===== src/hw/rtl/fqs_pkg.sv =====
// Shared types and constants of the searchable queue.
`default_nettype none

package fqs_pkg;

  localparam int unsigned DEPTH_DEFAULT = 32;
  localparam int unsigned VALUE_W = 32;
  localparam int unsigned POS_W = 6;

  typedef enum logic [1:0] {
    CMD_ENQUEUE,
    CMD_DEQUEUE,
    CMD_SEARCH,
    CMD_DISPLAY
  } cmd_t;

  typedef enum logic [2:0] {
    ST_ADDED,
    ST_DEQUEUED,
    ST_FOUND,
    ST_NOT_FOUND,
    ST_EMPTY,
    ST_FULL,
    ST_SHOWN
  } status_t;

  typedef enum logic [1:0] {
    BK_IDLE,
    BK_DEQ,
    BK_SCAN,
    BK_FINISH
  } back_state_t;

  typedef struct packed {
    cmd_t                      cmd;
    logic signed [VALUE_W-1:0] value;
  } cmd_req_t;

  typedef struct packed {
    status_t                   status;
    logic signed [VALUE_W-1:0] value;
    logic [POS_W-1:0]          pos;
    logic                      last;
  } result_t;

endpackage

`default_nettype wire


===== src/hw/rtl/fqs_ram.sv =====
// Generic simple dual-port RAM with registered read data.
`default_nettype none

module fqs_ram #(
  parameter int unsigned WIDTH = fqs_pkg::VALUE_W,
  parameter int unsigned DEPTH = fqs_pkg::DEPTH_DEFAULT
) (
  input  wire logic                     clk,
  input  wire logic                     we,
  input  wire logic [$clog2(DEPTH)-1:0] waddr,
  input  wire logic [WIDTH-1:0]         wdata,
  input  wire logic                     re,
  input  wire logic [$clog2(DEPTH)-1:0] raddr,
  output logic      [WIDTH-1:0]         rdata
);

  logic [WIDTH-1:0] mem [DEPTH];

  always_ff @(posedge clk) begin
    if (we) begin
      mem[waddr] <= wdata;
    end
    if (re) begin
      rdata <= mem[raddr];
    end
  end

endmodule

`default_nettype wire


===== src/hw/rtl/fqs_front.sv =====
// Front end: two-entry command queue that accepts requests.
`default_nettype none

module fqs_front (
  input  wire logic                              clk,
  input  wire logic                              rst,
  input  wire logic                              push,
  input  wire fqs_pkg::cmd_t                     cmd,
  input  wire logic signed [fqs_pkg::VALUE_W-1:0] value,
  output logic                                   full,
  output logic                                   req_valid,
  output fqs_pkg::cmd_req_t                      req,
  input  wire logic                              req_pop
);

  fqs_pkg::cmd_req_t slot [2];
  logic              wr_ptr;
  logic              rd_ptr;
  logic [1:0]        count;
  logic              do_push;
  logic              do_pop;

  assign full      = (count == 2'd2);
  assign req_valid = (count != 2'd0);
  assign req       = slot[rd_ptr];
  assign do_push   = push && !full;
  assign do_pop    = req_pop && req_valid;

  always_ff @(posedge clk) begin
    if (rst) begin
      wr_ptr <= 1'b0;
      rd_ptr <= 1'b0;
      count  <= 2'd0;
    end else begin
      if (do_push) begin
        wr_ptr <= !wr_ptr;
      end
      if (do_pop) begin
        rd_ptr <= !rd_ptr;
      end
      count <= count + 2'(do_push) - 2'(do_pop);
    end
  end

  always_ff @(posedge clk) begin
    if (do_push) begin
      slot[wr_ptr] <= '{cmd: cmd, value: value};
    end
  end

endmodule

`default_nettype wire


===== src/hw/rtl/fqs_outq.sv =====
// Two-entry result queue that holds results until they are popped.
`default_nettype none

module fqs_outq (
  input  wire logic             clk,
  input  wire logic             rst,
  input  wire logic             res_push,
  input  wire fqs_pkg::result_t res_in,
  output logic                  res_full,
  output logic                  empty,
  output fqs_pkg::result_t      res_out,
  input  wire logic             pop
);

  fqs_pkg::result_t slot [2];
  logic             wr_ptr;
  logic             rd_ptr;
  logic [1:0]       count;
  logic             do_push;
  logic             do_pop;

  assign res_full = (count == 2'd2);
  assign empty    = (count == 2'd0);
  assign res_out  = slot[rd_ptr];
  assign do_push  = res_push && !res_full;
  assign do_pop   = pop && !empty;

  always_ff @(posedge clk) begin
    if (rst) begin
      wr_ptr <= 1'b0;
      rd_ptr <= 1'b0;
      count  <= 2'd0;
    end else begin
      if (do_push) begin
        wr_ptr <= !wr_ptr;
      end
      if (do_pop) begin
        rd_ptr <= !rd_ptr;
      end
      count <= count + 2'(do_push) - 2'(do_pop);
    end
  end

  always_ff @(posedge clk) begin
    if (do_push) begin
      slot[wr_ptr] <= res_in;
    end
  end

endmodule

`default_nettype wire


===== src/hw/rtl/fqs_back.sv =====
// Back end: queue pointers, entry RAM control and the search/display walk.
`default_nettype none

module fqs_back #(
  parameter int unsigned DEPTH = fqs_pkg::DEPTH_DEFAULT
) (
  input  wire logic                              clk,
  input  wire logic                              rst,
  input  wire logic                              req_valid,
  input  wire fqs_pkg::cmd_req_t                 req,
  output logic                                   req_pop,
  output logic                                   res_push,
  output fqs_pkg::result_t                       res,
  input  wire logic                              res_full,
  output logic                                   ram_we,
  output logic [$clog2(DEPTH)-1:0]               ram_waddr,
  output logic [fqs_pkg::VALUE_W-1:0]            ram_wdata,
  output logic                                   ram_re,
  output logic [$clog2(DEPTH)-1:0]               ram_raddr,
  input  wire logic [fqs_pkg::VALUE_W-1:0]       ram_rdata
);

  localparam int unsigned IW = $clog2(DEPTH);
  localparam int unsigned CW = $clog2(DEPTH + 1);
  localparam int unsigned PW = fqs_pkg::POS_W;

  fqs_pkg::back_state_t state, state_next;

  logic [IW-1:0]                     head, head_next;
  logic [IW-1:0]                     tail, tail_next;
  logic [CW-1:0]                     occ, occ_next;
  logic [IW-1:0]                     walk, walk_next;
  logic [CW-1:0]                     issued, issued_next;
  logic signed [fqs_pkg::VALUE_W-1:0] key, key_next;
  logic                              disp, disp_next;
  logic                              rd_valid, rd_valid_next;
  logic [PW-1:0]                     rd_pos, rd_pos_next;
  logic                              rd_final, rd_final_next;
  logic                              pend_valid, pend_valid_next;
  logic signed [fqs_pkg::VALUE_W-1:0] pend_value, pend_value_next;
  logic [PW-1:0]                     pend_pos, pend_pos_next;

  logic [CW-1:0]    issued_inc;
  logic [CW+PW-1:0] pos_wide;
  logic             match;
  logic             s2_fire;
  logic             advance;

  function automatic logic [IW-1:0] wrap_inc(input logic [IW-1:0] idx);
    return (idx == IW'(DEPTH - 1)) ? '0 : idx + 1'b1;
  endfunction

  assign issued_inc = issued + 1'b1;
  assign pos_wide   = (CW + PW)'(issued) + 1'b1;
  assign match      = disp || (ram_rdata == key);
  assign ram_waddr  = tail;
  assign ram_wdata  = req.value;

  always_ff @(posedge clk) begin
    if (rst) begin
      state      <= fqs_pkg::BK_IDLE;
      head       <= '0;
      tail       <= '0;
      occ        <= '0;
      walk       <= '0;
      issued     <= '0;
      rd_valid   <= 1'b0;
      pend_valid <= 1'b0;
    end else begin
      state      <= state_next;
      head       <= head_next;
      tail       <= tail_next;
      occ        <= occ_next;
      walk       <= walk_next;
      issued     <= issued_next;
      rd_valid   <= rd_valid_next;
      pend_valid <= pend_valid_next;
    end
  end

  always_ff @(posedge clk) begin
    key        <= key_next;
    disp       <= disp_next;
    rd_pos     <= rd_pos_next;
    rd_final   <= rd_final_next;
    pend_value <= pend_value_next;
    pend_pos   <= pend_pos_next;
  end

  always_comb begin
    state_next      = state;
    head_next       = head;
    tail_next       = tail;
    occ_next        = occ;
    walk_next       = walk;
    issued_next     = issued;
    key_next        = key;
    disp_next       = disp;
    rd_valid_next   = rd_valid;
    rd_pos_next     = rd_pos;
    rd_final_next   = rd_final;
    pend_valid_next = pend_valid;
    pend_value_next = pend_value;
    pend_pos_next   = pend_pos;
    req_pop         = 1'b0;
    res_push        = 1'b0;
    res.status      = fqs_pkg::ST_EMPTY;
    res.value       = '0;
    res.pos         = '0;
    res.last        = 1'b1;
    ram_we          = 1'b0;
    ram_re          = 1'b0;
    ram_raddr       = walk;
    s2_fire         = 1'b1;
    advance         = 1'b0;

    unique case (state)
      fqs_pkg::BK_IDLE: begin
        if (req_valid) begin
          unique case (req.cmd)
            fqs_pkg::CMD_ENQUEUE: begin
              if (!res_full) begin
                req_pop  = 1'b1;
                res_push = 1'b1;
                if (occ == CW'(DEPTH)) begin
                  res.status = fqs_pkg::ST_FULL;
                end else begin
                  res.status = fqs_pkg::ST_ADDED;
                  ram_we     = 1'b1;
                  tail_next  = wrap_inc(tail);
                  occ_next   = occ + 1'b1;
                end
              end
            end
            fqs_pkg::CMD_DEQUEUE: begin
              if (occ == '0) begin
                if (!res_full) begin
                  req_pop  = 1'b1;
                  res_push = 1'b1;
                end
              end else begin
                req_pop    = 1'b1;
                ram_re     = 1'b1;
                ram_raddr  = head;
                state_next = fqs_pkg::BK_DEQ;
              end
            end
            fqs_pkg::CMD_SEARCH, fqs_pkg::CMD_DISPLAY: begin
              if (occ == '0) begin
                if (!res_full) begin
                  req_pop  = 1'b1;
                  res_push = 1'b1;
                end
              end else begin
                req_pop         = 1'b1;
                key_next        = req.value;
                disp_next       = (req.cmd == fqs_pkg::CMD_DISPLAY);
                walk_next       = head;
                issued_next     = '0;
                rd_valid_next   = 1'b0;
                pend_valid_next = 1'b0;
                state_next      = fqs_pkg::BK_SCAN;
              end
            end
          endcase
        end
      end

      fqs_pkg::BK_DEQ: begin
        if (!res_full) begin
          res_push   = 1'b1;
          res.status = fqs_pkg::ST_DEQUEUED;
          res.value  = ram_rdata;
          head_next  = wrap_inc(head);
          occ_next   = occ - 1'b1;
          state_next = fqs_pkg::BK_IDLE;
        end
      end

      fqs_pkg::BK_SCAN: begin
        // The previous match is held back so the final one can carry last.
        if (rd_valid) begin
          if (match && pend_valid) begin
            s2_fire    = !res_full;
            res_push   = !res_full;
            res.status = disp ? fqs_pkg::ST_SHOWN : fqs_pkg::ST_FOUND;
            res.value  = pend_value;
            res.pos    = pend_pos;
            res.last   = 1'b0;
          end
          if (s2_fire) begin
            if (match) begin
              pend_valid_next = 1'b1;
              pend_value_next = ram_rdata;
              pend_pos_next   = rd_pos;
            end
            if (rd_final) begin
              state_next = fqs_pkg::BK_FINISH;
            end
          end
        end
        advance = !rd_valid || s2_fire;
        if (advance) begin
          if (issued != occ) begin
            ram_re        = 1'b1;
            walk_next     = wrap_inc(walk);
            issued_next   = issued_inc;
            rd_valid_next = 1'b1;
            rd_pos_next   = pos_wide[PW-1:0];
            rd_final_next = (issued_inc == occ);
          end else begin
            rd_valid_next = 1'b0;
          end
        end
      end

      fqs_pkg::BK_FINISH: begin
        if (!res_full) begin
          res_push = 1'b1;
          if (pend_valid) begin
            res.status = disp ? fqs_pkg::ST_SHOWN : fqs_pkg::ST_FOUND;
            res.value  = pend_value;
            res.pos    = pend_pos;
          end else begin
            res.status = fqs_pkg::ST_NOT_FOUND;
          end
          pend_valid_next = 1'b0;
          rd_valid_next   = 1'b0;
          state_next      = fqs_pkg::BK_IDLE;
        end
      end
    endcase
  end

endmodule

`default_nettype wire


===== src/hw/rtl/fifo_queue_with_search_top.sv =====
// Top level of the searchable FIFO queue of signed 32-bit words.
`default_nettype none

// A queue of DEPTH signed words driven by one command per request: enqueue,
// dequeue, search for a key, or display every entry. Commands enter a
// two-entry command queue and results leave through a two-entry result
// queue, so each side may stall on its own. In the back end an enqueue is
// done in the idle state, and a dequeue goes on to the BK_DEQ state, because
// it waits for the registered read of the entry RAM. Search and display walk
// the stored entries in the BK_SCAN state and end in BK_FINISH; the walk reads
// one stored entry per cycle, unless a full result queue holds it, through the
// single read port of the entry RAM, so a full queue of DEPTH entries sets the
// longest request. A dequeue, search or display on an empty queue is answered
// in the idle state. A full result queue stretches any of these. Search and
// display give one result per match or entry, or a single not-found or empty
// result, and the final result of every command has last set.
module fifo_queue_with_search_top #(
  parameter int unsigned DEPTH = fqs_pkg::DEPTH_DEFAULT
) (
  input  wire logic                              clk,
  input  wire logic                              rst,
  input  wire logic                              push,
  output logic                                   full,
  input  wire logic [1:0]                        cmd,
  input  wire logic signed [fqs_pkg::VALUE_W-1:0] value,
  output logic                                   empty,
  input  wire logic                              pop,
  output logic [2:0]                             status,
  output logic signed [fqs_pkg::VALUE_W-1:0]     result_value,
  output logic [fqs_pkg::POS_W-1:0]              position,
  output logic                                   last
);

  localparam int unsigned IW = $clog2(DEPTH);

  logic                            req_valid;
  logic                            req_pop;
  fqs_pkg::cmd_req_t               req;
  logic                            res_push;
  logic                            res_full;
  fqs_pkg::result_t                res_in;
  fqs_pkg::result_t                res_out;
  logic                            ram_we;
  logic [IW-1:0]                   ram_waddr;
  logic [fqs_pkg::VALUE_W-1:0]     ram_wdata;
  logic                            ram_re;
  logic [IW-1:0]                   ram_raddr;
  logic [fqs_pkg::VALUE_W-1:0]     ram_rdata;

  fqs_front u_front (
    .clk       (clk),
    .rst       (rst),
    .push      (push),
    .cmd       (fqs_pkg::cmd_t'(cmd)),
    .value     (value),
    .full      (full),
    .req_valid (req_valid),
    .req       (req),
    .req_pop   (req_pop)
  );

  fqs_back #(
    .DEPTH (DEPTH)
  ) u_back (
    .clk       (clk),
    .rst       (rst),
    .req_valid (req_valid),
    .req       (req),
    .req_pop   (req_pop),
    .res_push  (res_push),
    .res       (res_in),
    .res_full  (res_full),
    .ram_we    (ram_we),
    .ram_waddr (ram_waddr),
    .ram_wdata (ram_wdata),
    .ram_re    (ram_re),
    .ram_raddr (ram_raddr),
    .ram_rdata (ram_rdata)
  );

  fqs_ram #(
    .WIDTH (fqs_pkg::VALUE_W),
    .DEPTH (DEPTH)
  ) u_ram (
    .clk   (clk),
    .we    (ram_we),
    .waddr (ram_waddr),
    .wdata (ram_wdata),
    .re    (ram_re),
    .raddr (ram_raddr),
    .rdata (ram_rdata)
  );

  fqs_outq u_outq (
    .clk      (clk),
    .rst      (rst),
    .res_push (res_push),
    .res_in   (res_in),
    .res_full (res_full),
    .empty    (empty),
    .res_out  (res_out),
    .pop      (pop)
  );

  assign status       = res_out.status;
  assign result_value = res_out.value;
  assign position     = res_out.pos;
  assign last         = res_out.last;

endmodule

`default_nettype wire


===== config.mk =====
export PLATFORM = sky130hd
export DESIGN_NAME = fifo_queue_with_search_top
export DESIGN_NICKNAME = d
export VERILOG_FILES = /design/src/hw/rtl/fqs_pkg.sv /design/src/hw/rtl/fqs_ram.sv /design/src/hw/rtl/fqs_front.sv /design/src/hw/rtl/fqs_outq.sv /design/src/hw/rtl/fqs_back.sv /design/src/hw/rtl/fifo_queue_with_search_top.sv
export SDC_FILE = /design/constraint.sdc
export NUM_CORES = 2
export LEC_CHECK = 0
export BUFFER_PORTS_ARGS = -buffer_cell sky130_fd_sc_hd__buf_2
export CAP_MARGIN = 20
export CORE_ASPECT_RATIO = 1.1
export CORE_MARGIN = 10
export CORE_UTILIZATION = 60
export DETAILED_ROUTE_END_ITERATION = 8
export GPL_ROUTABILITY_DRIVEN = 1
export PLACE_DENSITY = 0.76
export SLEW_MARGIN = 20
export SYNTH_ARGS = -nofsm -noshare
export SYNTH_HDL_FRONTEND = slang
export SYNTH_HIERARCHICAL = 1
export SYNTH_SLANG_ARGS = --single-unit

===== constraint.sdc =====
create_clock -name clk -period 8.1 [get_ports clk]
set_clock_uncertainty 0.2 [all_clocks]
set_input_delay 0.81 -clock clk [delete_from_list [all_inputs] [get_ports clk]]
set_output_delay 0.81 -clock clk [all_outputs]
set_load 0.05 [all_outputs]

-- After elaboration in Yosys (flattened, before gate mapping)
Memory sizes are Yosys's and may differ from the RTL's. A register that Yosys moved wholly into a read port is not among the register bits.
Cells that the tools add are included.
- $add $sub $neg: 11
- eq/ne operators: 33
- multiplexer cells: 95
- bitwise operators: 3
- reductions and logical operators: 37
- operator list (kind ; count):
    32-bit case mux with 3 select lines ; 1
    42-bit two-way mux ; 2
    6-bit two-way mux ; 10
    5-bit two-way mux ; 11
    1-bit two-way mux ; 42
    41-bit two-way mux ; 1
    38-bit two-way mux ; 1
    6-bit case mux with 2 select lines ; 3
    35-bit two-way mux ; 1
    32-bit == test ; 1
    2-bit inequality test (second input constant) ; 10
    6-bit by 1-bit adder with 6-bit output (second input constant) ; 3
    3-bit two-way mux ; 6
    6-bit AND reduction ; 3
    8-bit AND reduction ; 2
    5-bit by 1-bit adder with 5-bit output (second input constant) ; 3
    5-bit == test (second input constant) ; 3
    2-bit two-way mux ; 7
    2-bit == test (second input constant) ; 6
    3-bit case mux with 4 select lines ; 1
    2-bit by 1-bit inequality test with 1-bit output (second input constant) ; 5
    5-bit case mux with 2 select lines ; 1
    5-bit AND reduction ; 2
    3-bit inequality test (second input constant) ; 3
    24 further kinds ; 51
- register bits after elaboration: 117
- memory bits (writable): 1176
- output and inout bits: 44
- logic and storage cells: 202
- memories: 3
- memories (name ; depth ; bits a word ; rd ports ; clocked after memory_dff ; write ports ; RTL line ; text):
    u_ram.mem ; 32 ; 32 ; 1 ; 1 ; 1 ; fqs_ram.sv:17 ; logic [WIDTH-1:0] mem [DEPTH];
    u_outq.slot ; 2 ; 42 ; 1 ; 1 ; 1 ; fqs_outq.sv:15 ; fqs_pkg::result_t slot [2];
    u_front.slot ; 2 ; 34 ; 1 ; 1 ; 1 ; fqs_front.sv:16 ; fqs_pkg::cmd_req_t slot [2];

-- Logic depth before layout (Yosys ltp)
- word-level depth: 11
- gate-level depth with buffers: 14

-- Hierarchy
The synthesis kept the hierarchy.
- modules (own cells, without submodules) (module ; instances ; cells each ; area each (µm²) ; sequential area each (µm²)):
    fqs_ram ; 1 ; 2260 ; 40812.9 ; 31710.4
    fqs_back ; 1 ; 487 ; 5554.1 ; 2962.8
    fqs_outq ; 1 ; 158 ; 3254.4 ; 2622.5
    fqs_front ; 1 ; 132 ; 2678.8 ; 2142.1

-- Least setup slack after synthesis
OpenSTA, ideal clock, no wires.
- path type: register -> register
- start: reg (tool-made name)
- end: mem u_ram/mem[12][0] in the netlist's numbering, enable pin
- library setup time: 0.421 ns
- arrival: 3.807 ns
- data required time: 7.479 ns
- path slack: 3.672 ns
- stages on the path, launching flop included: 12
- path buffers: 4
- period minus slack after synthesis: 4.428 ns
- cell sequence: dfxtp_1 buf_2 buf_2 mux2_2 nor2_1 nand2_1 or3_1 buf_2 inv_1 or3b_2 clkbuf_1 nor2_1
- RTL lines (item ; RTL line):
    end: declaration ; fqs_ram.sv:17

==> impl_metrics.env <==
export IMPL_avgSynthCellArea_um2=17.2
export IMPL_cp_end_kind="flip-flop"
export IMPL_critPathLaunchType="flip-flop"
export IMPL_synth_xor_area_share_pct=0.938
export IMPL_grt_max_degree=129
export IMPL_cts_hold_buffers_added=0
export IMPL_p_total_mw=17.9
export IMPL_slowest_delay_ps=930
export IMPL_rsz0062_at_grt="false"
export IMPL_totalNegativeSetupSlack_ps=0
export IMPL_die_w_um=302
export IMPL_arrival_ps=5510
export IMPL_cts_setup_buffers=0
export IMPL_crit_fanout=86
export IMPL_grt_pass1_vias=28000
export IMPL_die_h_um=330
export IMPL_drt_iter0_drc=3228
export IMPL_clk_pin_slew_ps=60
export IMPL_io_buffers=81
export IMPL_crit_path_top_delay_cell="dfxtp_2"
export IMPL_min_path_type="input pin to flip-flop"
export IMPL_p_int_mw=12.8
export IMPL_gp_congestion=0.844
export IMPL_worst_ir_drop_vdd_uv=243
export IMPL_via_count=27700
export IMPL_ant_nets=0
export IMPL_combPwrFrac_pct=21.5
export IMPL_root_buffer="clkbuf_16"
export IMPL_max_slew_margin_rel_pct=28.3
export IMPL_insertion_delay_ps=690
export IMPL_cts_sinks=1327
export IMPL_start_util_pct=60.5
export IMPL_rrSetupSlack_ps=2790
export IMPL_yosys_warnings=6
export IMPL_yosys_cell_types_count=64
export IMPL_pin_count=82
export IMPL_async_flop_share_pct=0
export IMPL_cts_resized=0
export IMPL_regArea_um2=39400
export IMPL_cts_tree="done"
export IMPL_multi_input_area_um2=11900
export IMPL_drtPass1Iterations=6
export IMPL_maxCapViolations=0
export IMPL_maxSlewViolCount=0
export IMPL_core_area_um2=86400
export IMPL_ys_seq_area_share_pct=75.4
export IMPL_clockBufferDepth=3
export IMPL_power_share_clock_pct=30.7
export IMPL_viasPerCell=6.37
export IMPL_crit_chain="mux2_2 > and4b_1 > mux2_8 > buf_12 > mux2i_1 > a22o_1 > nor3_1 > a31oi_1 > nand3_1"
export IMPL_path_buf_inv=1
export IMPL_outcome="complete, no violations"
export IMPL_timing_hold_violations_final=0
export IMPL_synthAdderAreaFrac_pct=0.397
export IMPL_tightest_slew_ps=1080
export IMPL_synth_seq_cells=1327
export IMPL_timing_final_crit_share_pct=65.6
export IMPL_p_sw_mw=5.15
export IMPL_syn_to_final_growth_pct=10.8
export IMPL_wl_per_cell_um=26.7
export IMPL_track_usage_pct=23.0
export IMPL_htreeDepth=3
export IMPL_synthSimpleGateAreaFrac_pct=3.95
export IMPL_netlist_area_um2=52300
export IMPL_setup_viol=0
export IMPL_rows=113
export IMPL_worst_setup_path_type="flip-flop to flip-flop"
export IMPL_switching_share_pct=28.7
export IMPL_synth_top_family_by_area="multiplexers"
export IMPL_nets=3152
export IMPL_seqPwrFrac_pct=47.8
export IMPL_muxShareOfSynthArea_pct=11.7
export IMPL_fillers=5436
export IMPL_wl_um=116000
export IMPL_layout_drive_gt1_share_pct=14.4
export IMPL_grt_pass1_wl_um=174000
export IMPL_fmaxAchievable_ghz=0.188
export IMPL_synth_compound_area_share_pct=5.26
export IMPL_grt_overflow_total=0
export IMPL_power_leakage_nw=18.2
export IMPL_cts_made_buffers=116
export IMPL_drc=0
export IMPL_die_area_um2=99400
export IMPL_antenna_found_initial=2
export IMPL_post_route_util_pct=67.1
export IMPL_ys_flop_type="edfxtp_1"
export IMPL_synthesis_nets=3091
export IMPL_crit_family="multiplexers"
export IMPL_hpwl_um=66800
export IMPL_powerDensity_nw_per_um2=310
export IMPL_cp_data_required_time_ps=8290
export IMPL_post_route_min_period_ps=5310
export IMPL_syn_inst=3037
export IMPL_synth_edf_count=1286
-- layout by cell type (no fill, tap or decap), types with 49 or more instances in the layout --
cell       netlist  layout
nand2_1        124     124
a22oi_1         96      96
a21oi_1        124     124
clkbuf_16        0     120
xnor2_1         49      49
a22o_1          96      96
mux2_2          78      78
nand3_1        109     109
edfxtp_1      1286    1286
mux2i_1        515     515
buf_2           44      81
-- stage by stage --
| step | hold WS (ps) | cell area [µm²] | cells | worst slack [ps] |
|---|---|---|---|---|
| CTS | 74.3 | 57900 | 4348 | 2810 |
| finish | 109 | 57900 | 4350 | 2790 |
| floorplan | 200 | 52300 | 3037 | 3670 |
| global placement | 201 | 53600 | 4108 | 2950 |
| detailed placement | 206 | 54100 | 4129 | 2870 |
| global route | 91.6 | 57900 | 4349 | 2510 |
-- worst paths after layout --
| check | cells past startpoint | from | to |
|---|---|---|---|
| max | 9 | flip-flop | u_ram/rdata[15] |
| min | 1 | value[28] | u_front/slot[0][28] |
| max reg2reg | 9 | flip-flop | u_ram/rdata[15] |
| min reg2reg | 0 | u_back/rd_pos[2] | u_back/pend_pos[2] |
-- final cells by class --
class                   count  area share [%]
flip-flops and latches   1327            68.1
diodes                      1         0.00432
repair buffers            135            2.11
inverters                  22           0.143
multi-input cells        1496            20.6
clock inverters            80            1.27
clock buffers             139            5.32
well taps                1150            2.48
-- synth_stat cells, types with 20 or more instances --
cell type	count	area [µm²]
inv_1	20	75.1
dfxtp_1	41	821
nand2_1	124	465
nor3_1	44	220
nor2_1	64	240
a31oi_1	38	238
xnor2_1	49	429
clkbuf_1	56	210
mux2_2	78	878
mux2i_1	515	5150
buf_4	66	495
buf_2	44	220
nand3_1	109	546
edfxtp_1	1286	38600
a22o_1	96	841
a22oi_1	96	721
a21oi_1	124	621
-- flip-flops by register name (all words and copies together), names as in the netlist, 32 cells and up, named ones only --
signal             flops
u_ram/mem           1024
u_outq/slot           84
u_front/slot          68
u_back/key            32
u_back/pend_value     32
u_ram/rdata           32
-- power by group through the flow --
stage          Clock (mW)  Sequential [mW]  Combinational [mW]
2_1_floorplan           0             8.61                3.05
3_3_place_gp            0             8.70                3.70
3_5_place_dp            0             8.73                3.82
4_1_cts              5.56             8.58                3.85
5_1_grt              5.84             8.60                4.09
6_report             5.50             8.58                3.86
-- logic make-up (layout without fill, tap and decap cells) --
kind of cell	after synthesis	after routing
compound gates	399	399
buf+inv	214	376
flops	1327	1327
other cells	0	1
xor+xnor	56	56
mux	598	598
fa+ha+maj	16	16
simple gates	427	427
-- routing by layer --
metal	share of wire (%)	track usage (%)	up-vias
met5	0.011	0	-
met4	2.5	7.34	2
met3	9.2	3.66	200
met2	49	38.4	1514
met1	39	31.0	14000
li1	-	-	12000
-- worst register-to-register path: cells and delay by family, from the launching register on --
family                 cells  cell delay [ps]
muxes                      3             1830
DFF                        1              930
AOI/OAI and AO/OA          2              760
and+or+nand+nor            3              730
buffers and inverters      1              560
Power figures use the tool's default switching activity.
